===== src/sv/cpw_pkg.sv =====
`timescale 1ns / 1ps
`default_nettype none

package cpw_pkg;

	typedef enum logic [1:0] {
		CMD_TICK = 2'd0,
		CMD_SET  = 2'd1,
		CMD_SLOT = 2'd2
	} cmd_t;

	localparam logic [1:0]  REG_SHOW_SLOTS = 2'd0;
	localparam logic [1:0]  REG_SET_SLOTS  = 2'd1;

	localparam logic [15:0] SHOW_SLOTS_RST = 16'd30000;
	localparam logic [15:0] SET_SLOTS_RST  = 16'd5000;

	localparam logic [5:0]  SEC_MAX    = 6'd60;
	localparam logic [6:0]  MIN_MAX    = 7'd60;
	localparam logic [3:0]  HOUR_MAX   = 4'd12;
	localparam logic [3:0]  PWM_LAST   = 4'd15;
	localparam logic [2:0]  MIN_STEP   = 3'd5;
	localparam logic [1:0]  TILT_COUNT = 2'd2;
	localparam logic [3:0]  LED_LAST   = 4'd12;

	typedef struct packed {
		cmd_t       cmd;
		logic       pad;
		logic       tilt;
	} item_t;

	typedef struct packed {
		logic [5:0]  sec;
		logic [5:0]  min;
		logic [3:0]  hour;
		logic [1:0]  tilt;
		logic        setting;
		logic [16:0] slots;
		logic [3:0]  phase;
		logic [3:0]  min_led;
	} wstate_t;

	typedef struct packed {
		logic [3:0] pin_dir;
		logic [3:0] pin_high;
		logic [3:0] led_index;
		logic       wake;
		logic       display_active;
		logic       in_set_mode;
		logic [3:0] hours;
		logic [5:0] minutes;
		logic [5:0] seconds;
	} result_t;

	function automatic logic [3:0] led_dir_f(input logic [3:0] led);
		logic [3:0] d;
		case (led)
			4'd1:    d = 4'hC;
			4'd2:    d = 4'hA;
			4'd3:    d = 4'h3;
			4'd4:    d = 4'h6;
			4'd5:    d = 4'hC;
			4'd6:    d = 4'hA;
			4'd7:    d = 4'h5;
			4'd8:    d = 4'h5;
			4'd9:    d = 4'h9;
			4'd10:   d = 4'h9;
			4'd11:   d = 4'h3;
			4'd12:   d = 4'h6;
			default: d = 4'h0;
		endcase
		return d;
	endfunction

	function automatic logic [3:0] led_high_f(input logic [3:0] led);
		logic [3:0] h;
		case (led)
			4'd1:    h = 4'h4;
			4'd2:    h = 4'h2;
			4'd3:    h = 4'h2;
			4'd4:    h = 4'h4;
			4'd5:    h = 4'h8;
			4'd6:    h = 4'h8;
			4'd7:    h = 4'h4;
			4'd8:    h = 4'h1;
			4'd9:    h = 4'h8;
			4'd10:   h = 4'h1;
			4'd11:   h = 4'h1;
			4'd12:   h = 4'h2;
			default: h = 4'h0;
		endcase
		return h;
	endfunction

	// minute / 5 as (minute * 13) >> 6, exact for any 6-bit value
	function automatic logic [3:0] minute_led_f(input logic [5:0] min);
		logic [9:0] prod;
		logic [3:0] q;
		prod = 10'(min) * 10'd13;
		q = prod[9:6];
		if (q == 4'd0 || q > LED_LAST) begin
			q = LED_LAST;
		end
		return q;
	endfunction

endpackage

`default_nettype wire


===== src/sv/charlieplexed_watch_controller.sv =====
`timescale 1ns / 1ps
`default_nettype none

// twelve-hour watch with a four-pin charlieplexed led display
// input channel (in_valid / in_stall): one beat per command, cmd 0 is a
//   second tick, 1 a set step, 2 a display slot; set_pad_low and tilt_low
//   are sampled with the beat
// output channel (out_valid / out_stall): exactly one result beat per input
//   beat, in order: the pins and led for the slot, wake, session and set
//   mode flags and the time after the command
// config channel (cfg_valid / cfg_ready): index 0 show_slots, index 1
//   set_slots; other indexes are dropped; cfg_ready is always high and
//   writes belong only between items
// path: a beat passes the input register and then the result register;
//   throughput one beat per cycle while out_stall is low, set by the single update of
//   the time and session counters between those two registers
// a stall on the output holds the result; the input register still takes
//   one more beat and then in_stall follows out_stall
// reset: time 12:01 second 1, no session, set mode off, registers at
//   30000 and 5000; both channels empty
module charlieplexed_watch_controller (
	input  wire logic        clk,
	input  wire logic        arst_n,
	input  wire logic        in_valid,
	output logic             in_stall,
	input  wire logic [1:0]  cmd,
	input  wire logic        set_pad_low,
	input  wire logic        tilt_low,
	output logic             out_valid,
	input  wire logic        out_stall,
	output logic [3:0]       pin_dir,
	output logic [3:0]       pin_high,
	output logic [3:0]       led_index,
	output logic             wake,
	output logic             display_active,
	output logic             in_set_mode,
	output logic [3:0]       hours,
	output logic [5:0]       minutes,
	output logic [5:0]       seconds,
	input  wire logic        cfg_valid,
	output logic             cfg_ready,
	input  wire logic [1:0]  cfg_index,
	input  wire logic [15:0] cfg_data
);
	import cpw_pkg::*;

	logic        valid_s1;
	item_t       item_s1;
	logic        out_valid_q;
	result_t     res_q;
	wstate_t     state_q;
	wstate_t     state_nxt;
	result_t     res_nxt;
	logic [15:0] show_slots_q;
	logic [15:0] set_slots_q;
	logic        adv;

	assign adv = valid_s1 && (!out_valid_q || !out_stall);
	assign in_stall = valid_s1 && !adv;
	assign cfg_ready = 1'b1;

	always_ff @(posedge clk or negedge arst_n) begin
		if (!arst_n) begin
			valid_s1 <= 1'b0;
		end else if (!in_stall) begin
			valid_s1 <= in_valid;
		end
	end

	always_ff @(posedge clk) begin
		if (in_valid && !in_stall) begin
			item_s1.cmd  <= cmd_t'(cmd);
			item_s1.pad  <= set_pad_low;
			item_s1.tilt <= tilt_low;
		end
	end

	cpw_step u_step (
		.item       (item_s1),
		.cur        (state_q),
		.show_slots (show_slots_q),
		.set_slots  (set_slots_q),
		.nxt        (state_nxt),
		.res        (res_nxt)
	);

	always_ff @(posedge clk or negedge arst_n) begin
		if (!arst_n) begin
			state_q.sec     <= 6'd1;
			state_q.min     <= 6'd1;
			state_q.hour    <= HOUR_MAX;
			state_q.tilt    <= 2'd0;
			state_q.setting <= 1'b0;
			state_q.slots   <= 17'd0;
			state_q.phase   <= 4'd0;
			state_q.min_led <= LED_LAST;
		end else if (adv) begin
			state_q <= state_nxt;
		end
	end

	always_ff @(posedge clk or negedge arst_n) begin
		if (!arst_n) begin
			show_slots_q <= SHOW_SLOTS_RST;
			set_slots_q  <= SET_SLOTS_RST;
		end else if (cfg_valid && cfg_ready) begin
			unique case (cfg_index)
				REG_SHOW_SLOTS: show_slots_q <= cfg_data;
				REG_SET_SLOTS:  set_slots_q  <= cfg_data;
				default: ;
			endcase
		end
	end

	always_ff @(posedge clk or negedge arst_n) begin
		if (!arst_n) begin
			out_valid_q <= 1'b0;
		end else if (adv) begin
			out_valid_q <= 1'b1;
		end else if (!out_stall) begin
			out_valid_q <= 1'b0;
		end
	end

	always_ff @(posedge clk) begin
		if (adv) begin
			res_q <= res_nxt;
		end
	end

	assign out_valid      = out_valid_q;
	assign pin_dir        = res_q.pin_dir;
	assign pin_high       = res_q.pin_high;
	assign led_index      = res_q.led_index;
	assign wake           = res_q.wake;
	assign display_active = res_q.display_active;
	assign in_set_mode    = res_q.in_set_mode;
	assign hours          = res_q.hours;
	assign minutes        = res_q.minutes;
	assign seconds        = res_q.seconds;

	a_hour_range: assert property (@(posedge clk) disable iff (!arst_n)
		state_q.hour != 4'd0 && state_q.hour <= HOUR_MAX)
		else $error("hour out of range");

	a_time_range: assert property (@(posedge clk) disable iff (!arst_n)
		state_q.min != 6'd0 && state_q.min <= SEC_MAX &&
		state_q.sec != 6'd0 && state_q.sec <= SEC_MAX)
		else $error("minute or second out of range");

	a_tilt_range: assert property (@(posedge clk) disable iff (!arst_n)
		state_q.tilt < TILT_COUNT)
		else $error("tilt filter passed its limit");

	a_stall_full: assert property (@(posedge clk) disable iff (!arst_n)
		in_stall |-> (valid_s1 && out_valid_q && out_stall))
		else $error("input stalled with room downstream");

endmodule

`default_nettype wire


===== src/sv/cpw_step.sv =====
`timescale 1ns / 1ps
`default_nettype none

module cpw_step (
	input  wire cpw_pkg::item_t   item,
	input  wire cpw_pkg::wstate_t cur,
	input  wire logic [15:0]      show_slots,
	input  wire logic [15:0]      set_slots,
	output cpw_pkg::wstate_t      nxt,
	output cpw_pkg::result_t      res
);
	import cpw_pkg::*;

	wstate_t    s;
	logic [3:0] led;
	logic       wake;
	logic [1:0] tilt_inc;

	function automatic wstate_t adv_min(input wstate_t st, input logic [2:0] by);
		logic [6:0] sum;
		sum = {1'b0, st.min} + 7'(by);
		if (sum > MIN_MAX) begin
			st.min = 6'd1;
			st.hour = (st.hour >= HOUR_MAX) ? 4'd1 : st.hour + 4'd1;
		end else begin
			st.min = sum[5:0];
		end
		return st;
	endfunction

	function automatic wstate_t start(input wstate_t st, input logic [15:0] len);
		st.min_led = minute_led_f(st.min);
		st.phase = 4'd0;
		st.slots = {1'b0, len} + 17'd1;
		return st;
	endfunction

	always_comb begin
		s = cur;
		led = 4'd0;
		wake = 1'b0;
		tilt_inc = cur.tilt + 2'd1;
		if (!item.pad) begin
			s.setting = 1'b0;
		end
		unique case (item.cmd)
			CMD_TICK: begin
				if (!s.setting) begin
					if (s.sec >= SEC_MAX) begin
						s.sec = 6'd1;
						s = adv_min(s, 3'd1);
					end else begin
						s.sec = s.sec + 6'd1;
					end
					if (item.pad) begin
						s.min = 6'd1;
						s = adv_min(s, MIN_STEP);
						s.setting = 1'b1;
						s = start(s, set_slots);
					end else if (item.tilt) begin
						if (tilt_inc == TILT_COUNT) begin
							s.tilt = 2'd0;
							wake = 1'b1;
							s = start(s, show_slots);
						end else begin
							s.tilt = tilt_inc;
						end
					end
				end
			end
			CMD_SET: begin
				if (s.setting) begin
					s = adv_min(s, MIN_STEP);
					s = start(s, set_slots);
				end
			end
			CMD_SLOT: begin
				if (s.slots != 17'd0) begin
					if (s.phase == PWM_LAST) begin
						led = s.min_led;
						s.phase = 4'd1;
					end else begin
						led = s.hour;
						s.phase = s.phase + 4'd1;
					end
					s.slots = s.slots - 17'd1;
					if (led > LED_LAST) begin
						led = 4'd0;
					end
				end
			end
			default: ;
		endcase
	end

	assign nxt = s;

	always_comb begin
		res.pin_dir        = led_dir_f(led);
		res.pin_high       = led_high_f(led);
		res.led_index      = led;
		res.wake           = wake;
		res.display_active = (s.slots != 17'd0);
		res.in_set_mode    = s.setting;
		res.hours          = s.hour;
		res.minutes        = s.min;
		res.seconds        = s.sec;
	end

endmodule

`default_nettype wire

===== config.mk =====
export PLATFORM = sky130hd
export DESIGN_NAME = charlieplexed_watch_controller
export DESIGN_NICKNAME = d
export VERILOG_FILES = /design/src/sv/cpw_pkg.sv /design/src/sv/charlieplexed_watch_controller.sv /design/src/sv/cpw_step.sv
export SDC_FILE = /design/constraint.sdc
export NUM_CORES = 1
export LEC_CHECK = 0
export BUFFER_PORTS_ARGS = -buffer_cell sky130_fd_sc_hd__buf_4
export CORE_UTILIZATION = 25
export CTS_BUF_LIST = sky130_fd_sc_hd__clkbuf_16
export DETAILED_ROUTE_END_ITERATION = 8
export PLACE_DENSITY_LB_ADDON = 0.12
export SETUP_SLACK_MARGIN = 0.1
export SYNTH_ARGS = -nofsm -noshare
export SYNTH_HDL_FRONTEND = slang
export SYNTH_SLANG_ARGS = --single-unit

===== constraint.sdc =====
create_clock -name clk -period 11 [get_ports clk]
set_input_delay 1.1 -clock clk [delete_from_list [all_inputs] [get_ports clk]]
set_output_delay 1.1 -clock clk [all_outputs]
set_load 0.03 [all_outputs]

* Word-level counts from Yosys, hierarchy flattened *
Memories as Yosys holds them, arrays and structs flattened. A register that Yosys moved wholly into a read port is not among the register bits.
Index checks and enable logic that the tools add are counted.

storage, ports and cells
  register bits after elaboration = 105
  latch bits = 0
  bits in writable memories = 0
  ROM bits = 128
  bits of input ports = 27
  output and inout port bits = 34
  word-level logic and storage cells = 121
  memories kept = 2

memories
  name             words  width  read ports  clocked after memory_dff  write ports  line           source
  (no name shown)  16     4      1           1                         0            cpw_pkg.sv:57  case (led)
  (no name shown)  16     4      1           1                         0            cpw_pkg.sv:77  case (led)

cells by class
  add/sub/neg operators = 9
  multiply operators = 3
  div/mod/pow operators = 0
  magnitude comparators = 8
  equal/unequal tests = 9
  shifts and indexed selects = 0
  mux-type cells = 38
  bitwise gates (word level) = 4
  reductions and logical operators = 26

operators by type and width
  kind                     number
  $mux W38                 5
  $pmux W21 S3             1
  $mux W4                  13
  $mux W6                  8
  $mux W44                 1
  $pmux W19 S2             1
  $add A16 B1 Y17 const B  2
  $reduce_bool A17 Y1      2
  $mul A6 B4 Y10 const B   3
  $mux W28                 1
  $mux W25                 1
  $mux W21                 1
  $sub A17 B1 Y17 const B  1
  $gt A4 B4 Y1 const B     4
  $gt A7 B6 Y1 const B     2
  $logic_not A4 Y1         3
  $add A4 B1 Y4 const B    2
  $pmux W4 S2              1
  $reduce_and A4 Y1        2
  $add A6 B1 Y7 const B    1
  $add A6 B3 Y7 const B    1
  $add A6 B1 Y6 const B    1
  $ge A6 B6 Y1 const B     1
  $reduce_and A5 Y1        1
  other kinds (18)         38

* Depth between registers and ports, before layout *
  word-level depth = 16
  gate-level depth with buffers = 19
  gate-level depth less buffers = 18

* Hierarchy *
Synthesis repeated with hierarchy kept, for this count alone.

unflattened totals
  cells, all modules = 923
  area, all modules = 8594.5 um2

modules (own cells, without submodules)
  module                          times used  cells an instance  area each (um2)  sequential area each (um2)
  cpw_step                        1           717                4561.9           0.0
  charlieplexed_watch_controller  1           206                4032.6           3025.4

* Worst setup path before layout *
Ideal clock, no wire load.

  kind = flip-flop to flip-flop
  start point = register state_q[33] (netlist bit)
  end point = register state_q[3] (netlist bit)
  data arrival time = 4.564 ns
  setup slack = 6.352 ns
  cell stages (with the launch flop) = 18
  path buffers = 1
  period minus slack after synthesis = 4.648 ns
  cell sequence = dfrtp_1 > ha_1 > clkbuf_1 > nor3b_1 > or3b_2 > a21boi_0 > o21ai_0 > ha_1 > fa_1 > ha_1 > a21oi_1 > nor2b_1 > nor2_1 > a21oi_1 > mux2_2 > a211oi_1 > o221ai_1 > a221o_1

on the way
  word-level cells in the longest chain between the ends = 15
  elaborated cells between the ends (all ways) = 27
  those cells by class = 2 x add/sub; 2 x mul; 4 x order compare; 15 x mux; 4 x reduce/logical

ends and longest elaborated chain
  element                                           line                                  source
  start, declared                                   charlieplexed_watch_controller.sv:51  wstate_t state_q;
  start signal, assigned                            charlieplexed_watch_controller.sv:98  state_q <= state_nxt;
  $add A6 B1 Y7                                     cpw_step.sv:21                        sum = {1'b0, st.min} + 7'(by);
  $gt A7 B6 Y1                                      cpw_step.sv:22                        if (sum > MIN_MAX) begin
  $mux W6                                           cpw_step.sv:22
  $mux W38                                          cpw_step.sv:49                        if (s.sec >= SEC_MAX) begin
  $mux W38                                          cpw_step.sv:48                        if (!s.setting) begin
  $mux W38                                          cpw_step.sv:46                        unique case (item.cmd)
  $mul A6 B4 Y10                                    cpw_pkg.sv:99                         prod = 10'(min) * 10'd13;
  $gt A4 B4 Y1 or $logic_not A4 Y1 (tied branches)  cpw_pkg.sv:101                        if (q == 4'd0 || q > LED_LAST) begin
  $logic_or A1 B1 Y1                                cpw_pkg.sv:101
  $mux W4                                           cpw_pkg.sv:101
  $mux W25                                          cpw_step.sv:61                        if (tilt_inc == TILT_COUNT) begin
  $mux W28                                          cpw_step.sv:60                        end else if (item.tilt) begin
  $mux W38                                          cpw_step.sv:55                        if (item.pad) begin
  $mux W44                                          cpw_step.sv:48
  $pmux W4 S2 (*)                                   cpw_step.sv:46

Every way passes the cells marked *; elsewhere a longest branch is shown, timed or not. The select of a mux whose other input is x is not followed.
A chain may end at the register's enable or synchronous reset.

* Final worst setup path *
  start point = register state_q[32] (netlist bit)
  end point = register state_q[1] (netlist bit)

Same word-level chain as after synthesis.

==> metrics.yaml <==
final_layout:
  syn2layout_area_growth_pct: 17.4
  diodes: 0
  nFillCells: 3435
  drive_gt1_share_pct: 20.1
  ff_latch_area_um2: 3030
  layout_commonest_cell: "nand2_1"
  fin_nets: 1008
  multiInputGateArea_um2: 4790
  fin_area_um2: 9610
  final_cell_mix: "107 x nand2_1, 68 x o21ai_0, 68 x buf_4, 60 x dfrtp_1, 58 x nor2_1"
floorplanning:
  die_w_um: 183
  dieArea_um2: 33500
  die_y_um: 183
  io_pins: 61
  num_rows: 65
  coreArea_um2: 31900
  start_util_pct: 25.7
routing:
  viasPerCell: 5.05
  routed_wirelength_um: 24500
  dr.pass1.iters: 5
  met1_length_um: 12900
  wl_per_cell_um: 17.7
  routed.top_layer: "met4"
  antenna_left: 0
  num_vias: 6987
  drcViolationCount: 0
  wl_met3_um: 896
  drt-initial-drc-count: 482
  met2_wirelength_um: 10300
yosys:
  syn_nets: 967
  synth_top_cell_by_area: "dfrtp_1"
  seq_area_frac_synth_pct: 36.9
  syn-cell-area_um2: 8190
  async_flop_share_pct: 69.0
  synth-seq-cells: 113
  synth_edf_count: 35
  ys_types: 86
  synth_warnings: 0
  synth_area_per_cell_um2: 9.15
  syn_inst: 895
  synth_top_area_share_pct: 18.3
  synth_top_flop_cell: "dfrtp_1"
  synth_area_leaders: "dfrtp_1 18%, edfxtp_1 13%, mux2_2 7.2%"
placement:
  dpl_cell_area_um2: 9010
  dp_hpwl_um: 18100
  portBuffers: 59
  place.gp.congestion: 0.808
global_route:
  track_usage_pct: 15.5
  gr-total-overflow: 0
  grt_pass1_vias: 6791
  grt_antenna_before_repair: 0
  grt_max_degree: 41
  grt_pass1_wl_um: 39900
clocking:
  cts_hold_buf: 0
  cts_made_buffers: 17
  cts_tree: "built"
  root_buffer: "clkbuf_16"
  post_cts_buffers: 0
  clk_latency_ns: 0.44
  cts_sinks: 113
  ctsHtreeMaxLevel: 4
  cts_buffer_depth: 2
  post_cts_resized: 0
  clk_pin_slew_ns: 0.06
timing:
  slew_viol_final: 0
  setup_tns_ns: 0
  setup_viol: 0
  hold_viol_final: 0
  tightest_slew_ns: 0.954
  relSlewSlack_pct: 36.3
  finalCritPeriodShare_pct: 50.8
  rsz0062_at_grt: "false"
  fmax_mhz: 179
  fin_crit_ns: 5.59
  fin_skew_ns: 0.0109
power:
  p_per_area_nw_per_um2: 214
  p_leak_nw: 3.81
  ir_worst_vdd_v: 0.000107
flow_run:
  maxCapViolCount: 0
worst_setup_path:
  cp.required_ns: 11.37
  path_class: "flop to flop"
  slowest_delay_ns: 0.68
  crit_arrival_ns: 5.96
  cpMostUsedCell: "ha_1"
  crit_chain: "ha_1 > nand4b_1 > o22ai_1 > a21oi_1 > and2_1 > ha_1 > inv_1 > fa_1 > inv_1 > ha_1 > nand4b_1 > a2111oi_0 > a211oi_1 > or3_1 > xnor2_1 > a2111oi_0 > a221o_1"
  critPathCaptureType: "flop"
  crit_fanout: 14
  cp_slowest_cell: "dfstp_2"
  start_kind: "flop"
run_status:
  status: "finished, final reports clean"
min_path:
  hp-class: "flop to flop"
final timing paths:
path,endpoint,slack [ns],startpoint,cells after the start
max,state_q[1],5.41,state_q[32],17
min,state_q[7],0.49,state_q[7],1
max reg2reg,state_q[1],5.41,state_q[32],17
min reg2reg,state_q[7],0.49,state_q[7],1
max in group asynchronous,state_q[40],9.35,arst_n,2
min in group asynchronous,set_slots_q[11],0.66,arst_n,1
power by group:
group	internal [W]	switching [W]	leakage (nW)
clock	0.000349	0.000215	0.299
sequential	0.000534	0.000144	1.28
combinational	0.000351	0.000464	2.23
state kept, by name (all words and copies together), names as in the netlist, 6 cells and up:
signal and flops:
minutes 6, seconds 6, set_slots_q 16, show_slots_q 16, state_q 44
layout make-up:
class,count,area share (%)
clock buffer,20,5.21
clock inverter,12,1.07
inverter,36,1.41
multi-input combinational,700,49.9
sequential,113,31.5
tap,435,5.66
timing repair buffer,68,5.31
synth_stat cells, drive strengths merged, types with 14 or more instances:
master,count
nand4,18
nor3,30
ha,41
dfstp,18
nand2,107
xor2,17
nand3,23
a21oi,40
xnor2,18
mux2,52
dfrtp,60
o21ai,71
inv,34
clkbuf,29
buf,17
edfxtp,35
nor2,58
nor4,14
stage by stage:
step           utilization (%)  setup slack (ns)  hold slack, ns  std cells  total power (W)
6_report                  30.1              5.41           0.489       1384          0.00206
5_1_grt                   30.1              4.80           0.514       1384          0.00223
4_1_cts                   30.1              5.51           0.496       1384          0.00208
3_5_place_dp              28.3              5.54           0.488       1352          0.00150
3_3_place_gp              28.3              5.66           0.484       1352          0.00151
2_1_floorplan                -              6.35           0.446        895          0.00128
layer usage:
layer	up-vias	track usage, %
met1	3358	22.6
li1	3431	-
met3	31	2.96
met4	0	5.70
met2	167	22.6
met5	-	0
critical path, delay by kind of cell (launching register included):
kind / cells / cell delay [ns]
buffers and inverters: 2 / 0.09
AOI/OAI and AO/OA: 6 / 2.11
adders and majority gates: 4 / 1.50
xor gates and xnor gates: 1 / 0.19
DFF: 1 / 0.68
and+or+nand+nor: 4 / 0.93
cell families after synthesis:
kind of cell | Yosys count | synth area share [%]
compound gates | 229 | 18.5
flops | 113 | 36.9
buf+inv | 82 | 4.77
other cells | 1 | 0.0458
xor+xnor | 35 | 3.74
mux | 63 | 8.50
simple gates | 326 | 20.2
fa+ha+maj | 46 | 7.36
Power figures use the tool's default switching activity.
